`src/rtl/core/sbdc_ram.sv`:
```
// Simple dual-port synchronous RAM with registered read data.
module sbdc_ram #(
	parameter int DEPTH = 512,
	parameter int WIDTH = 8,
	localparam int AW = $clog2(DEPTH)
) (
	input  logic             clk,
	input  logic             we,
	input  logic [AW-1:0]    waddr,
	input  logic [WIDTH-1:0] wdata,
	input  logic             re,
	input  logic [AW-1:0]    raddr,
	output logic [WIDTH-1:0] rdata
);

	logic [WIDTH-1:0] mem [DEPTH];

	always_ff @(posedge clk) begin
		if (we) begin
			mem[waddr] <= wdata;
		end
	end

	always_ff @(posedge clk) begin
		if (re) begin
			rdata <= mem[raddr];
		end
	end

endmodule

```
`config.mk`:
```
export PLATFORM = sky130hd
export DESIGN_NAME = sbdc_ram
export DESIGN_NICKNAME = d
export VERILOG_FILES = /design/src/rtl/core/sbdc_ram.sv
export SDC_FILE = /design/constraint.sdc
export NUM_CORES = 2
export LEC_CHECK = 0
export ABC_AREA = 0
export BUFFER_PORTS_ARGS = -buffer_cell sky130_fd_sc_hd__buf_4
export CAP_MARGIN = 20
export CORE_ASPECT_RATIO = 0.6
export CORE_MARGIN = 2
export CORE_UTILIZATION = 66
export CTS_BUF_LIST = sky130_fd_sc_hd__clkbuf_2 sky130_fd_sc_hd__clkbuf_4 sky130_fd_sc_hd__clkbuf_8
export DETAILED_ROUTE_END_ITERATION = 12
export MAX_ROUTING_LAYER = met4
export PLACE_DENSITY_LB_ADDON = 0.05
export SLEW_MARGIN = 30
export SYNTH_ARGS = -nofsm -noshare
export SYNTH_HDL_FRONTEND = slang
export SYNTH_SLANG_ARGS = --single-unit
export TNS_END_PERCENT = 30
```
`constraint.sdc`:
```
create_clock -name clk -period 3.1 [get_ports clk]
set_input_delay 0.62 -clock clk [delete_from_list [all_inputs] [get_ports clk]]
set_output_delay 0.62 -clock clk [all_outputs]
set_load 0.05 [all_outputs]
```
==> out/qor.yml <==
grt:
  grt_pass1_vias: 86326
  antenna_found_initial: 17
  grt_max_degree: 127
  track_usage: 0.3723
  overflow: 0
  grt_pass1_wl_mm: 625.0
timing:
  setup_viol: 2
  max_slew_margin: 0.3376
  rsz0062_at_grt: "false"
  fin_crit_sh: 1.004
  fmax_ghz: 0.3213
  timing.final.max_slew_violations: 0
  tightest_slew_ns: 0.9860
  finalWorstSetupSlack_ns: -0.01212
  fin_worst_skew_ns: 0.04457
  fin_crit_ns: 3.112
  hold_viol: 0
  setup_tns_ns: -0.01793
power_and_ir_drop:
  power_frac_clock: 0.374
  p_leak_uw: 0.06180
  p_int_uw: 84140
  p_per_area_nw_per_um2: 586.6
  swShare: 0.2246
  peakVddDrop_v: 0.0005309
  power_frac_seq: 0.563
  switchingPower_uw: 24370
  power_frac_comb: 0.063
synthesis:
  synth_top_cell_by_area: "edfxtp_1"
  synth_cells: 8030
  synth_edf_count: 4104
  synth_top_area_frac: 0.7702
  synth_seq_cells: 4104
  yosysUniqueCellTypes: 50
  syn_area_sq_um: 160000
  synthArstFlopShare: 0
  synthTopCellsByArea: "edfxtp_1, mux4_2, mux2i_1"
  ys.flop_type: "edfxtp_1"
  syn_nets: 8059
  syn_area_per_cell_sq_um: 19.93
  ys_seq_area_frac: 0.7702
  ys_warn_count: 0
placement:
  dp.cells: 12164
  gp_congestion: 0.9776
  place_ws_ns: -1.446
  hpwlAfterDp_mm: 288.6
  port_buffers: 36
clocking:
  htree_levels: 6
  clkSinkCount: 4104
  cts_max_path_buffers: 4
  cts_inserted_buffers: 580
  clk-insertion-delay-late_ns: 1.05
  cts-root-buf: "clkbuf_8"
  clk_pin_slew_worst_paths_ns: 0.06
  cts_tree: "yes"
min_path:
  hp-class: "in2reg"
cells_and_area:
  final_nets: 9535
  drive_gt1_frac: 0.2996
  mostFrequentLayoutCell: "edfxtp_1"
  stdcell_count: 13195
  final_cell_mix: "edfxtp_1, buf_4, mux2i_1"
  synthToLayoutAreaGrowth_pct: 15.60
floorplanning:
  die_y_um: 385.4
  fp.dieW_um: 639.7
  die_area_sq_um: 246500
  ioPinCount: 37
  rows: 139
  start_util: 0.6662
  core-area_sq_um: 240200
critical_path:
  critPathCapture: "rdata[1]"
  endpoint_kind: "register"
  r2r-start: "mem[122][1]"
  rr_worst_depth: 9
  regToRegSetupSlack_ns: 0.12
  worst-setup-path-type: "in2reg"
  worst-path-max-fanout: 15
  cp.required_ns: 3.98
  worst_ep_arrival_time_ns: 4.00
  crit_path_start: "raddr[0]"
  cp-start-kind: "primary input"
  r2r_end: "rdata[1]"
run_status:
  status: "finished, violations left"
  violations: "negative setup slack"
drt:
  routed_wl_mm: 441.6
  drc: 0
  num_vias: 89681
  drtIter0Drc: 14412
  via_per_inst: 6.797
  ant_nets: 0
  first_pass_iters: 6
  routedWlPerCell_um: 33.47
job:
  drv_cap: 0
==> registers in the layout, summed over array words and instances, names as in the netlist <==
| signal | count |
|---|---|
| rdata | 8 |
| mem | 4096 |
==> repair_timing <==
action                                  in CTS  in global routing
gates cloned                                 0                  0
gates resized for setup                      2                  5
buffers inserted                             0                  0
hold endpoints to repair                    22                  0
hold buffers                                 3                  0
pin swaps                                    0                  0
endpoints found under the setup margin       1                  5
==> how the worst min path moves through the flow <==
stage / slack (ns) / cells past startpoint / endpoint / from
finish: 0.08 / 1 / mem[99][6] / wdata[6]
global route: 0.03 / 1 / mem[104][6] / wdata[6]
CTS: 0.001 / 1 / mem[104][6] / wdata[6]
detailed placement: 0.91 / 1 / mem[377][7] / wdata[7]
global placement: 0.91 / 1 / mem[377][7] / wdata[7]
floorplan: 0.72 / 0 / mem[0][0] / wdata[0]
==> final cells by class <==
cell class | count | area, sq um
fill | 13039 | 55220
timing repair buffer | 1407 | 12720
tap | 3243 | 4058
inverter | 3 | 18.77
multi-input combinational | 3410 | 34080
antenna | 15 | 37.54
clock buffer | 783 | 9657
sequential | 4104 | 123200
clock inverter | 230 | 1152
==> power groups by stage <==
| stage | clock network [uW] | logic, uW | registers (uW) |
|---|---|---|---|
| 2_1_floorplan | 0 | 2910 | 62400 |
| 3_3_place_gp | 0 | 6490 | 62300 |
| 3_5_place_dp | 0 | 6600 | 62300 |
| 4_1_cts | 40800 | 6620 | 61100 |
| 5_1_grt | 43100 | 6990 | 61100 |
| 6_report | 40600 | 6780 | 61100 |
==> logic make-up after synthesis <==
group                  after synthesis  share of synthesized area
multiplexers                      1451                     0.1419
flip-flops                        4104                     0.7702
AND/OR/NAND/NOR                    980                    0.02630
AO/OA/AOI/OAI                      979                    0.04311
buffers and inverters              516                    0.01848
==> critical path, cell delays in order <==
cell	delay [ns]
buf_16	0.21
buf_12	0.21
buf_12	0.18
buf_4	0.14
mux2i_1	0.09
o221ai_1	0.40
a21oi_1	0.23
buf_4	0.18
nor4_1	0.54
nand4_1	0.46
o21ai_0	0.24
buf_4	0.21
o2111a_1	0.19
==> Yosys cell counts, drive strengths merged, types with 3 or more instances <==
cell type  number
clkbuf        265
mux2i         797
or3             6
nand4          32
mux4          654
o311ai          6
nand2         111
nand2b          4
nor2          597
o22a            3
and2           20
nor2b           6
o21ai         119
nor3b           8
inv             3
or2             5
o41ai           7
buf           248
and3            4
nand3          36
nor4           36
and3b           4
edfxtp       4104
o221ai        372
nor3          109
a2111oi         3
a21oi         194
a22oi          61
o2111a          8
o22ai         163
a211oi         17
o31ai          13
a22o            5
==> through the flow <==
step	hold slack [ns]	area, sq um	utilization	total power (uW)
5_1_grt	0.02882	185000	0.7701	111200
3_3_place_gp	0.9092	174000	0.7245	68800
6_report	0.08107	185000	0.7701	108500
3_5_place_dp	0.9114	174100	0.7247	68910
4_1_cts	0.001020	184900	0.7698	108600
2_1_floorplan	0.7189	160000	-	65280
==> routing by layer <==
layer / track usage / vias up / wire (um)
met4: 0.08467 / 0 / 9930
met2: 0.4816 / 6665 / 183300
met5: - / - / 0
met3: 0.1369 / 621 / 72720
met1: 0.5697 / 45938 / 175700
li1: - / 36457 / -
(Power assumes the default switching activity.)
