### src/rtl/core/sbdc_pkg.sv
// Shared types and codes for the sector buffer disk controller.
package sbdc_pkg;

	typedef enum logic [2:0] {
		OP_SET_MODE   = 3'd0,
		OP_SET_SECTOR = 3'd1,
		OP_XFER       = 3'd2,
		OP_DATA       = 3'd3,
		OP_COUNT      = 3'd4
	} op_t;

	typedef enum logic [1:0] {
		ERR_OK     = 2'd0,
		ERR_MODE   = 2'd1,
		ERR_INDEX  = 2'd2,
		ERR_SECTOR = 2'd3
	} err_t;

	typedef enum logic [2:0] {
		ST_IDLE,
		ST_RDATA,
		ST_XFER_RD,
		ST_XFER_WR,
		ST_XFER_END
	} state_t;

	localparam logic [15:0] MODE_READ  = 16'd0;
	localparam logic [15:0] MODE_WRITE = 16'd1;

	localparam logic [6:0] SECTOR_COUNT_RESET = 7'd64;

	typedef struct packed {
		logic [2:0]  operation;
		logic [15:0] value;
	} cmd_t;

	typedef struct packed {
		logic [15:0] read_data;
		logic [1:0]  error;
	} result_t;

endpackage

### src/rtl/core/sbdc_ctrl.sv
// Command sequencer: mode, position, index, fill count and sector copy loop.
module sbdc_ctrl #(
	parameter int SECTOR_BYTES = 512,
	parameter int DISK_SECTORS = 64,
	localparam int BA_W = $clog2(SECTOR_BYTES),
	localparam int DA_W = $clog2(DISK_SECTORS * SECTOR_BYTES)
) (
	input  logic                    clk,
	input  logic                    arst_n,
	input  logic                    start,
	input  sbdc_pkg::cmd_t          cmd,
	output logic                    busy,
	output logic                    done,
	output sbdc_pkg::result_t       result,
	input  logic                    cfg_we,
	input  logic [6:0]              cfg_data,
	output logic                    buf_we,
	output logic [BA_W-1:0]         buf_waddr,
	output logic [7:0]              buf_wdata,
	output logic                    buf_re,
	output logic [BA_W-1:0]         buf_raddr,
	input  logic [7:0]              buf_rdata,
	output logic                    dsk_we,
	output logic [DA_W-1:0]         dsk_waddr,
	output logic [7:0]              dsk_wdata,
	output logic                    dsk_re,
	output logic [DA_W-1:0]         dsk_raddr,
	input  logic [7:0]              dsk_rdata
);

	localparam int IW = BA_W + 1;
	localparam logic [16:0] DS_LIM = 17'(DISK_SECTORS);
	localparam logic [IW-1:0] SB_FULL = IW'(SECTOR_BYTES);
	localparam logic [IW-1:0] SB_LAST = IW'(SECTOR_BYTES - 1);

	sbdc_pkg::state_t  state_q, state_d;
	logic              mode_q;
	logic [15:0]       pos_q;
	logic [IW-1:0]     idx_q;
	logic [IW-1:0]     fill_q;   // entries at or past this read as zero
	logic [6:0]        cnt_q;
	logic [IW-1:0]     ptr_q;
	logic [DA_W-1:0]   dptr_q;
	logic              valid_s1;
	logic [BA_W-1:0]   baddr_s1;
	logic [DA_W-1:0]   daddr_s1;
	logic              ok_s1;
	logic              rd_ok_q;
	logic              done_q, done_d;
	sbdc_pkg::result_t res_q, res_d;

	logic              accept;
	logic              in_xfer;
	logic              idx_end;
	logic              sec_end;
	logic              ptr_last;
	logic [16:0]       cnt_ext;
	logic [16:0]       eff_w;

	assign accept   = start && (state_q == sbdc_pkg::ST_IDLE);
	assign in_xfer  = (state_q == sbdc_pkg::ST_XFER_RD) || (state_q == sbdc_pkg::ST_XFER_WR);
	assign idx_end  = idx_q >= SB_FULL;
	assign ptr_last = ptr_q == SB_LAST;
	assign cnt_ext  = {10'd0, cnt_q};
	assign eff_w    = (cnt_ext < DS_LIM) ? cnt_ext : DS_LIM;
	assign sec_end  = {1'b0, pos_q} >= eff_w;

	assign busy   = state_q != sbdc_pkg::ST_IDLE;
	assign done   = done_q;
	assign result = res_q;

	always_comb begin
		state_d = state_q;
		case (state_q)
			sbdc_pkg::ST_IDLE: begin
				if (start) begin
					case (cmd.operation)
						sbdc_pkg::OP_DATA: begin
							if (!idx_end && !mode_q) state_d = sbdc_pkg::ST_RDATA;
						end
						sbdc_pkg::OP_XFER: begin
							if (!sec_end) begin
								state_d = mode_q ? sbdc_pkg::ST_XFER_WR : sbdc_pkg::ST_XFER_RD;
							end
						end
						default: state_d = sbdc_pkg::ST_IDLE;
					endcase
				end
			end
			sbdc_pkg::ST_RDATA:  state_d = sbdc_pkg::ST_IDLE;
			sbdc_pkg::ST_XFER_RD,
			sbdc_pkg::ST_XFER_WR: begin
				if (ptr_last) state_d = sbdc_pkg::ST_XFER_END;
			end
			sbdc_pkg::ST_XFER_END: state_d = sbdc_pkg::ST_IDLE;
			default: state_d = sbdc_pkg::ST_IDLE;
		endcase
	end

	always_comb begin
		done_d    = 1'b0;
		res_d     = '0;
		buf_we    = 1'b0;
		buf_waddr = idx_q[BA_W-1:0];
		buf_wdata = cmd.value[7:0];
		buf_re    = 1'b0;
		buf_raddr = idx_q[BA_W-1:0];
		dsk_we    = 1'b0;
		dsk_waddr = daddr_s1;
		dsk_wdata = ok_s1 ? buf_rdata : 8'd0;
		dsk_re    = 1'b0;
		dsk_raddr = dptr_q;
		case (state_q)
			sbdc_pkg::ST_IDLE: begin
				if (start) begin
					case (cmd.operation)
						sbdc_pkg::OP_SET_MODE: begin
							done_d = 1'b1;
							if (cmd.value != sbdc_pkg::MODE_READ &&
							    cmd.value != sbdc_pkg::MODE_WRITE) begin
								res_d.error = sbdc_pkg::ERR_MODE;
							end
						end
						sbdc_pkg::OP_XFER: begin
							if (sec_end) begin
								done_d      = 1'b1;
								res_d.error = sbdc_pkg::ERR_SECTOR;
							end
						end
						sbdc_pkg::OP_DATA: begin
							if (idx_end) begin
								done_d      = 1'b1;
								res_d.error = sbdc_pkg::ERR_INDEX;
							end else if (mode_q) begin
								done_d = 1'b1;
								buf_we = 1'b1;
							end else begin
								buf_re = 1'b1;
							end
						end
						sbdc_pkg::OP_COUNT: begin
							done_d          = 1'b1;
							res_d.read_data = eff_w[15:0];
						end
						default: done_d = 1'b1;
					endcase
				end
			end
			sbdc_pkg::ST_RDATA: begin
				done_d          = 1'b1;
				res_d.read_data = rd_ok_q ? {8'd0, buf_rdata} : 16'd0;
			end
			sbdc_pkg::ST_XFER_RD: dsk_re = 1'b1;
			sbdc_pkg::ST_XFER_WR: begin
				buf_re    = 1'b1;
				buf_raddr = ptr_q[BA_W-1:0];
			end
			sbdc_pkg::ST_XFER_END: done_d = 1'b1;
			default: done_d = 1'b0;
		endcase
		// write-back half of the copy loop, in the cycle after the read
		if (valid_s1) begin
			if (mode_q) begin
				dsk_we = 1'b1;
			end else begin
				buf_we    = 1'b1;
				buf_waddr = baddr_s1;
				buf_wdata = dsk_rdata;
			end
		end
	end

	always_ff @(posedge clk or negedge arst_n) begin
		if (!arst_n) begin
			state_q  <= sbdc_pkg::ST_IDLE;
			done_q   <= 1'b0;
			mode_q   <= 1'b0;
			pos_q    <= '0;
			idx_q    <= '0;
			fill_q   <= '0;
			cnt_q    <= sbdc_pkg::SECTOR_COUNT_RESET;
			ptr_q    <= '0;
			valid_s1 <= 1'b0;
		end else begin
			state_q  <= state_d;
			done_q   <= done_d;
			valid_s1 <= in_xfer;
			if (cfg_we) cnt_q <= cfg_data;
			if (in_xfer) ptr_q <= ptr_q + IW'(1);
			if (accept) begin
				case (cmd.operation)
					sbdc_pkg::OP_SET_MODE: begin
						idx_q  <= '0;
						fill_q <= '0;
						if (cmd.value == sbdc_pkg::MODE_READ ||
						    cmd.value == sbdc_pkg::MODE_WRITE) begin
							mode_q <= cmd.value[0];
						end
					end
					sbdc_pkg::OP_SET_SECTOR: begin
						idx_q  <= '0;
						fill_q <= '0;
						pos_q  <= cmd.value;
					end
					sbdc_pkg::OP_XFER: begin
						if (!sec_end) ptr_q <= '0;
					end
					sbdc_pkg::OP_DATA: begin
						if (!idx_end) begin
							idx_q <= idx_q + IW'(1);
							if (mode_q && idx_q >= fill_q) fill_q <= idx_q + IW'(1);
						end
					end
					default: idx_q <= idx_q;
				endcase
			end
			if (state_q == sbdc_pkg::ST_XFER_END) begin
				pos_q <= pos_q + 16'd1;
				if (!mode_q) fill_q <= SB_FULL;
			end
		end
	end

	always_ff @(posedge clk) begin
		res_q    <= res_d;
		rd_ok_q  <= idx_q < fill_q;
		baddr_s1 <= ptr_q[BA_W-1:0];
		daddr_s1 <= dptr_q;
		ok_s1    <= ptr_q < fill_q;
		if (accept && cmd.operation == sbdc_pkg::OP_XFER) begin
			dptr_q <= DA_W'(32'(pos_q) * 32'(SECTOR_BYTES));
		end else if (in_xfer) begin
			dptr_q <= dptr_q + DA_W'(1);
		end
	end

`ifndef SYNTHESIS
	a_idx_range: assert property (@(posedge clk) disable iff (!arst_n)
		idx_q <= SB_FULL && fill_q <= SB_FULL)
		else $error("buffer index or fill count past sector end");

	a_s1_in_xfer: assert property (@(posedge clk) disable iff (!arst_n)
		valid_s1 |-> (state_q == sbdc_pkg::ST_XFER_RD || state_q == sbdc_pkg::ST_XFER_WR ||
		              state_q == sbdc_pkg::ST_XFER_END))
		else $error("copy write-back outside a transfer");

	a_end_done: assert property (@(posedge clk) disable iff (!arst_n)
		state_q == sbdc_pkg::ST_XFER_END |=> done_q)
		else $error("transfer finished without a result");

	a_loop_holds: assert property (@(posedge clk) disable iff (!arst_n)
		(in_xfer && !ptr_last) |=> (in_xfer && !done_q))
		else $error("copy loop left early");
`endif

endmodule
### config.mk
export PLATFORM = sky130hd
export DESIGN_NAME = sbdc_ctrl
export DESIGN_NICKNAME = d
export VERILOG_FILES = /design/src/rtl/core/sbdc_pkg.sv /design/src/rtl/core/sbdc_ctrl.sv
export SDC_FILE = /design/constraint.sdc
export NUM_CORES = 1
export LEC_CHECK = 0
export BUFFER_PORTS_ARGS = -buffer_cell sky130_fd_sc_hd__buf_2
export CORE_MARGIN = 5
export CORE_UTILIZATION = 58
export DETAILED_ROUTE_END_ITERATION = 10
export PLACE_DENSITY = 0.85
export RECOVER_POWER = 100
export SLEW_MARGIN = 0
export SYNTH_ARGS = -nofsm -noshare
export SYNTH_HDL_FRONTEND = slang
export SYNTH_SLANG_ARGS = --single-unit
### constraint.sdc
create_clock -name clk -period 5.3 [get_ports clk]
set_input_delay 0 -clock clk [delete_from_list [all_inputs] [get_ports clk]]
set_output_delay 0 -clock clk [all_outputs]
set_load 0.005 [all_outputs]
==> impl_results.md, run 1 <==
* Worst Setup End Kind: async pin
* Endpoints failing setup at 0
* IO Port Bufs at between 100 and 150
* Post-Syn Instances at between 500 and 600
* Net count, final at between 800 and 900
* First-pass DRT Iterations at 5
* Total power at about 2.3 mW
* Post-CTS setup buffer count at 0
* Final Hold Viols at 0
* CTS clock-pin slew for the worst setup and hold paths at roughly 0.12 ns
* Antenna violations before repair at 0
* N_diodes at 0
* Clock tree buffer depth at 2
* Maximum fanout along the worst path at 59
* Leading area contributor after synthesis: dfrtp_1
* Violated checks: capacitance limit, slew limit
* Vias per std cell at ~5.8
* Global-route wire length before repair at 24.4 mm
* Starting Density at about three fifths
* Data required, critical path at around 5 ns
* Pwr per Cell Area at approximately 330 nW/um^2
* Final WS setup at between 2 and 2.5 ns
* WL per Instance at around 18 um
* GP Congestion at ~0.9
* Synth top cells by count: nand2_1, dfrtp_1, nor2_1
* Worst hold path type: in -> reg
* FF+latch count, synth at 110
* WL final at around 16 mm
* Detailed placement HPWL at around 11 mm
* Final min period at 3.14 ns
* Final period utilization at approximately three fifths
* Main synth FF type: dfrtp_1
* Synth Cell Area at roughly 5700 sq um
* Async set or reset register ratio after synthesis at approximately 54%
* RSZ-0062 raised after global routing: no
* Cts bufs inserted at 9
* Die X at 109 um
* Setup TNS at 0 ns
* Clock H-tree levels at 3
* Dpl cells at ~830
* GRT overflow at 0
* Worst Hold Endpoint: cnt_q[0]
* Global Route Usage Sum at 25.9%
* Reg2Reg Depth at 5
* Max Cap Violations at 1
* Vias in the first global route at around 5.0k
* Final ANT Viol Nets at 0
* Final Slew Violations at 60
* Clk Latency, worst-skew pair at 0.39 ns
* Core area at just under 10,000 sq um
* Setup WS pre-CTS at 2.38 ns
* Synth Area per Inst at ~9.6 sq um
* Count leader, synth: nand2_1
* Worst R2R Start: state_q[2]
* DIE AREA at between 10,000 and 15,000 sq um
* Root buffer cell: clkbuf_8
* Non-Filler Instances at 886
* Startpoint Class: input pin
* CTS tree: done
* Worst R2R Setup Slack at around 2.2 ns
* Largest net degree at the start of global routing at 60
* Layout Skew at roughly 0.017 ns
* Drt drc at 0
* Initial DRC Count at around 380
* TritonCTS Sinks at between 100 and 150
* Hold path depth at 2
* Count of unique library cells instantiated by Yosys at 67
* Run status: finished, violations left
* Max_slew headroom at -115%
* VDD IR max at approximately 240 uV
* Synth area leaders: dfrtp_1, dfxtp_1, ha_1
* Hold path startpoint: cfg_we
* Io pins at 134
* Yosys warnings at 0
* Lkg Pwr at just over 3 nW
* Row count at 36
* Die height at around 110 um
* Post-synth EDFFs at 6
* Synth top area share at about a quarter
* Layout area overhead at 19.2%
* Reg-to-Reg End: fill_q[2]
* Share of the yosys chip area belonging to registers at between 40 and 50%
* Share of layout cells above drive strength 1 at 17.4%
* Crit path DAT at roughly 2.9 ns
* Vias after detailed routing at ~5.1k
* CP Class: in -> async
* Worst-margin pin slew at 3.23 ns
* Max Fclk at roughly 0.32 GHz
[metrics by stage]
stage | hold WS, ns | cell area, sq um | utilization (%)
3_5_place_dp | 0.203 | 6400 | 65.8
6_report | 0.0109 | 6840 | 70.3
4_1_cts | 0.0197 | 6940 | 71.4
2_1_floorplan | -0.296 | 5760 | -
5_1_grt | 0.0132 | 6840 | 70.3
3_3_place_gp | 0.195 | 6400 | 65.8
[state kept, by name, summed over array words and instances, names as in the netlist, 3 cells and up]
register   flops
state_q        3
idx_q         10
pos_q         16
dsk_waddr     15
cnt_q          7
result        10
baddr_s1       9
ptr_q         10
fill_q        10
dsk_raddr     15
[how the worst max path moves through the flow]
stage,from,to,slack [ns]
5_1_grt,arst_n,fill_q[5],1.52
3_3_place_gp,state_q[2],state_q[1],2.51
6_report,arst_n,fill_q[5],2.16
3_5_place_dp,state_q[2],ptr_q[4],2.38
2_1_floorplan,idx_q[5],fill_q[9],3.10
4_1_cts,state_q[2],ptr_q[4],2.34
[metal layers]
layer	vias to the layer above	track usage [%]	wire, um
li1	2414	-	-
met1	2423	33.0	6310
met2	275	44.1	7590
met3	37	4.46	1400
met4	0	9.62	408
met5	-	0	0
[area by class of cell]
type	count	area [sq um]
Clock buffer	10	128
Clock inverter	6	57.6
Sequential cell	110	2560
Timing Repair Buffer	163	935
Inverter	21	78.8
Tap cell	133	166
Multi-Input combinational cell	443	2910
Fill cell	741	2890
[power breakdown]
part,switching (mW),total (mW),internal [mW]
sequential,0.209,1.22,1.01
clock,0.306,0.487,0.181
combinational,0.301,0.571,0.270
[cells by family (layout without fill, tap and decap cells)]
logic type,Yosys count,in the layout,synth area share [%]
AOI/OAI and AO/OA,114,114,13.5
xor gates and xnor gates,29,29,4.43
adders and majority gates,31,31,6.76
buffers and inverters,53,200,4.34
DFF,110,110,44.6
muxes,31,31,6.06
other,1,8,0.0654
and+or+nand+nor,230,230,20.2
[worst max-delay path: stages]
cell           delay (ns)
dlygate4sd3_1        0.52
buf_2                0.09
clkbuf_1             2.27
[repair_timing]
item | 4_1_cts | 5_1_grt
endpoints found under the hold margin | 91 | 0
resized for setup | 0 | 0
hold buffers | 36 | 0
setup endpoints to repair | 0 | 0
[cell usage in the layout (no fill, tap or decap), types with 9 or more instances in the layout]
master	n
a21oi_1	14
and2_1	9
and3_1	16
buf_2	78
clkbuf_1	50
clkbuf_8	9
dfrtp_1	58
dfxtp_1	45
dlygate4sd3_1	36
ha_1	31
inv_1	20
mux2_2	30
nand2_1	68
nand2b_1	10
nand3_1	15
nand4_1	17
nor2_1	52
o21ai_0	45
xnor2_1	9
xor2_1	20
(Power assumes the default switching activity.)
==> run 2, diff against run 1 <==
- CORE_UTILIZATION: 58 -> 49
- PLACE_DENSITY: 0.85 -> 0.77
- clock period: 5.3 -> 2.6 ns (I/O delays scaled with it)
==> impl_results.md, run 2 (synthesis gave the netlist of run 1 again) <==
* P_int at 3.34 mW (was 1.46 mW)
* GP Congestion at 0.968 (was 0.900)
* Share of layout cells above drive strength 1 at 19.3% (was 17.4%)
* Pwr per Cell Area at 718 nW/um^2 (was 333 nW/um^2)
* Setup WS pre-CTS at 0.203 ns (was 2.38 ns)
* Layout Skew at 0.00958 ns (was 0.0171 ns)
* VDD IR max at 616 uV (was 237 uV)
* Vias in the first global route at 5,214 (was 5,035)
* Final min period at between 2 and 2.5 ns
* Fill cells at 999 (was 741)
* Clk pwr share at 26.8% (was 21.4%)
* Global Route Usage Sum at 23.3% (was 25.9%)
* Clk Latency, worst-skew pair at 0.36 ns (was 0.39 ns)
* WL per Instance at 17.7 um (about the same)
* Endpoints failing setup at 0 (unchanged)
* Vias per std cell at 5.70 (was 5.81)
* Reg with most FFs: pos_q (unchanged)
* Clock tree buffer depth at 2 (unchanged)
* CTS clock-pin slew for the worst setup and hold paths at 0.07 ns (was 0.12 ns)
* Root buffer cell: clkbuf_16 (was clkbuf_8)
* Max_slew headroom at -4.35% (was -115%)
* Run status: finished, violations left (unchanged)
* Commonest non-fill, non-tap cell in the layout: buf_2 (unchanged)
* Final Hold Viols at 0 (unchanged)
* Vias after detailed routing at 5,175 (was 5,149)
* Maximum fanout along the worst path at 8 (was 59)
* Largest net degree at the start of global routing at 60 (unchanged)
* Worst R2R Setup Slack at 0.11 ns (was 2.20 ns)
* Final period utilization at between 90% and 100%
* Worst Setup End Kind: register (was async pin)
* Most frequent cells in the layout: buf_2, nand2_1, dfrtp_1, nor2_1, clkbuf_1 (unchanged)
* Core area at 11,500 sq um (was 9730 sq um)
* Worst Hold Endpoint: result[8] (was cnt_q[0])
* Global-route wire length before repair at 26.7 mm (was 24.4 mm)
* Max Fclk at between 0.4 and 0.5 GHz
* Final WS setup at 0.108 ns (was 2.16 ns)
* First-pass DRT Iterations at 7 (was 5)
* Final ANT Viol Nets at 0 (unchanged)
* Max reg flops at 16 (unchanged)
* DIE AREA at 14,000 sq um (was 12,000 sq um)
* Layout area overhead at 22.6% (was 19.2%)
* Worst-margin pin slew at 1.57 ns (was 3.23 ns)
* Row count at 39 (was 36)
* Startpoint Class: register (was input pin)
* Data required, critical path at 2.90 ns (was 5.08 ns)
* Hold path startpoint: cmd[16] (was cfg_we)
* Net count, final at 837 (was 825)
* WL final at 16.1 mm (was 15.7 mm)
* Cts bufs inserted at 9 (unchanged)
* CTS tree: done (unchanged)
* Lkg Pwr at 3.18 nW (was 3.05 nW)
* Sequential Power Share at 49.6% (was 53.6%)
* Final Slew Violations at 60 (unchanged)
* Worst hold path type: in -> reg (unchanged)
* Violated checks: capacitance limit, slew limit (unchanged)
* Hold path depth at 2 (unchanged)
* Max Cap Violations at 1 (unchanged)
* Detailed placement HPWL at 11.8 mm (was 11.3 mm)
* GRT overflow at 0 (unchanged)
* Initial DRC Count at 415 (was 378)
* Reg-to-Reg End: fill_q[2] (unchanged)
* Drt drc at 0 (unchanged)
* Antenna violations before repair at 0 (unchanged)
* IO Port Bufs at 125 (unchanged)
* TritonCTS Sinks at 110 (unchanged)
* Die height at 118 um (was 109 um)
* Io pins at 134 (unchanged)
* Clock H-tree levels at 3 (unchanged)
* WHS at 0.0175 ns (was 0.0109 ns)
* N_diodes at 0 (unchanged)
* Reg2Reg Depth at 7 (was 5)
* Gate power share at 23.6% (was 25.1%)
* Post-CTS setup buffer count at 0 (unchanged)
* Starting Density at 50.0% (was 59.0%)
* CP Class: reg -> reg (was in -> async)
* Switching pwr at 1.71 mW (was 817 uW)
* Worst R2R Start: idx_q[7] (was state_q[2])
* Switch share at 33.9% (was 35.8%)
* Die X at 118 um (was 109 um)
* Crit path DAT at 2.79 ns (was 2.91 ns)
-- run 2: what timing repair did --
item / CTS / global route
endpoints found under the hold margin: 90 / 0
hold buffers: 33 / 0
gates resized for setup: 0 / 1
endpoints found under the setup margin: 0 / 2
-- run 2: critical path, cell delays in order, from the launching register on --
cell	delay [ns]
dfrtp_1	0.47
ha_1	0.37
a211oi_1	0.32
nor2_1	0.11
a2111o_1	0.39
o211ai_1	0.35
mux2i_1	0.25
and3_1	0.17
-- run 2: power groups by stage --
| stage | sequential, mW | combinational [mW] | clock [mW] |
|---|---|---|---|
| 5_1_grt | 2.56 | 1.36 | 1.45 |
| 2_1_floorplan | 2.36 | 0.785 | 0 |
| 3_3_place_gp | 2.50 | 1.12 | 0 |
| 6_report | 2.50 | 1.19 | 1.35 |
| 3_5_place_dp | 2.53 | 1.17 | 0 |
| 4_1_cts | 2.50 | 1.22 | 1.37 |
-- run 2: area by class of cell --
| cell class | count | area (sq um) | share of cell area (%) |
|---|---|---|---|
| Multi-Input combinational cell | 443 | 2920 | 41.6 |
| Sequential cell | 110 | 2560 | 36.4 |
| Timing Repair Buffer | 175 | 1000 | 14.3 |
| Clock buffer | 12 | 256 | 3.65 |
| Tap cell | 143 | 179 | 2.55 |
| Inverter | 21 | 78.8 | 1.12 |
| Clock inverter | 4 | 28.8 | 0.409 |
-- run 2: how the worst max path moves through the flow --
stage | startpoint | end | slack (ns) | cells past startpoint
3_5_place_dp | idx_q[5] | fill_q[5] | 0.20 | 7
4_1_cts | idx_q[7] | fill_q[5] | 0.14 | 7
3_3_place_gp | idx_q[5] | fill_q[6] | 0.32 | 7
6_report | idx_q[7] | fill_q[2] | 0.11 | 7
2_1_floorplan | idx_q[5] | fill_q[9] | 0.40 | 7
5_1_grt | state_q[2] | buf_re | -0.002 | 5
-- run 2: through the flow --
| stage | std cells | cell area (sq um) | utilization [%] | TNS [ns] | power [mW] |
|---|---|---|---|---|---|
| floorplan | 606 | 5760 | - | 0 | 3.15 |
| global placement | 859 | 6540 | 57.0 | 0 | 3.62 |
| detailed placement | 859 | 6540 | 57.0 | 0 | 3.70 |
| CTS | 908 | 7150 | 62.4 | 0 | 5.09 |
| global route | 908 | 7030 | 61.3 | -0.00216 | 5.37 |
| finish | 908 | 7030 | 61.3 | 0 | 5.05 |
-- run 2: routing by layer --
layer,part of all wire (%),global-route usage [%]
met1,43,29.0
met2,50,40.5
met3,5.7,5.68
met4,1.7,6.02
met5,0,0
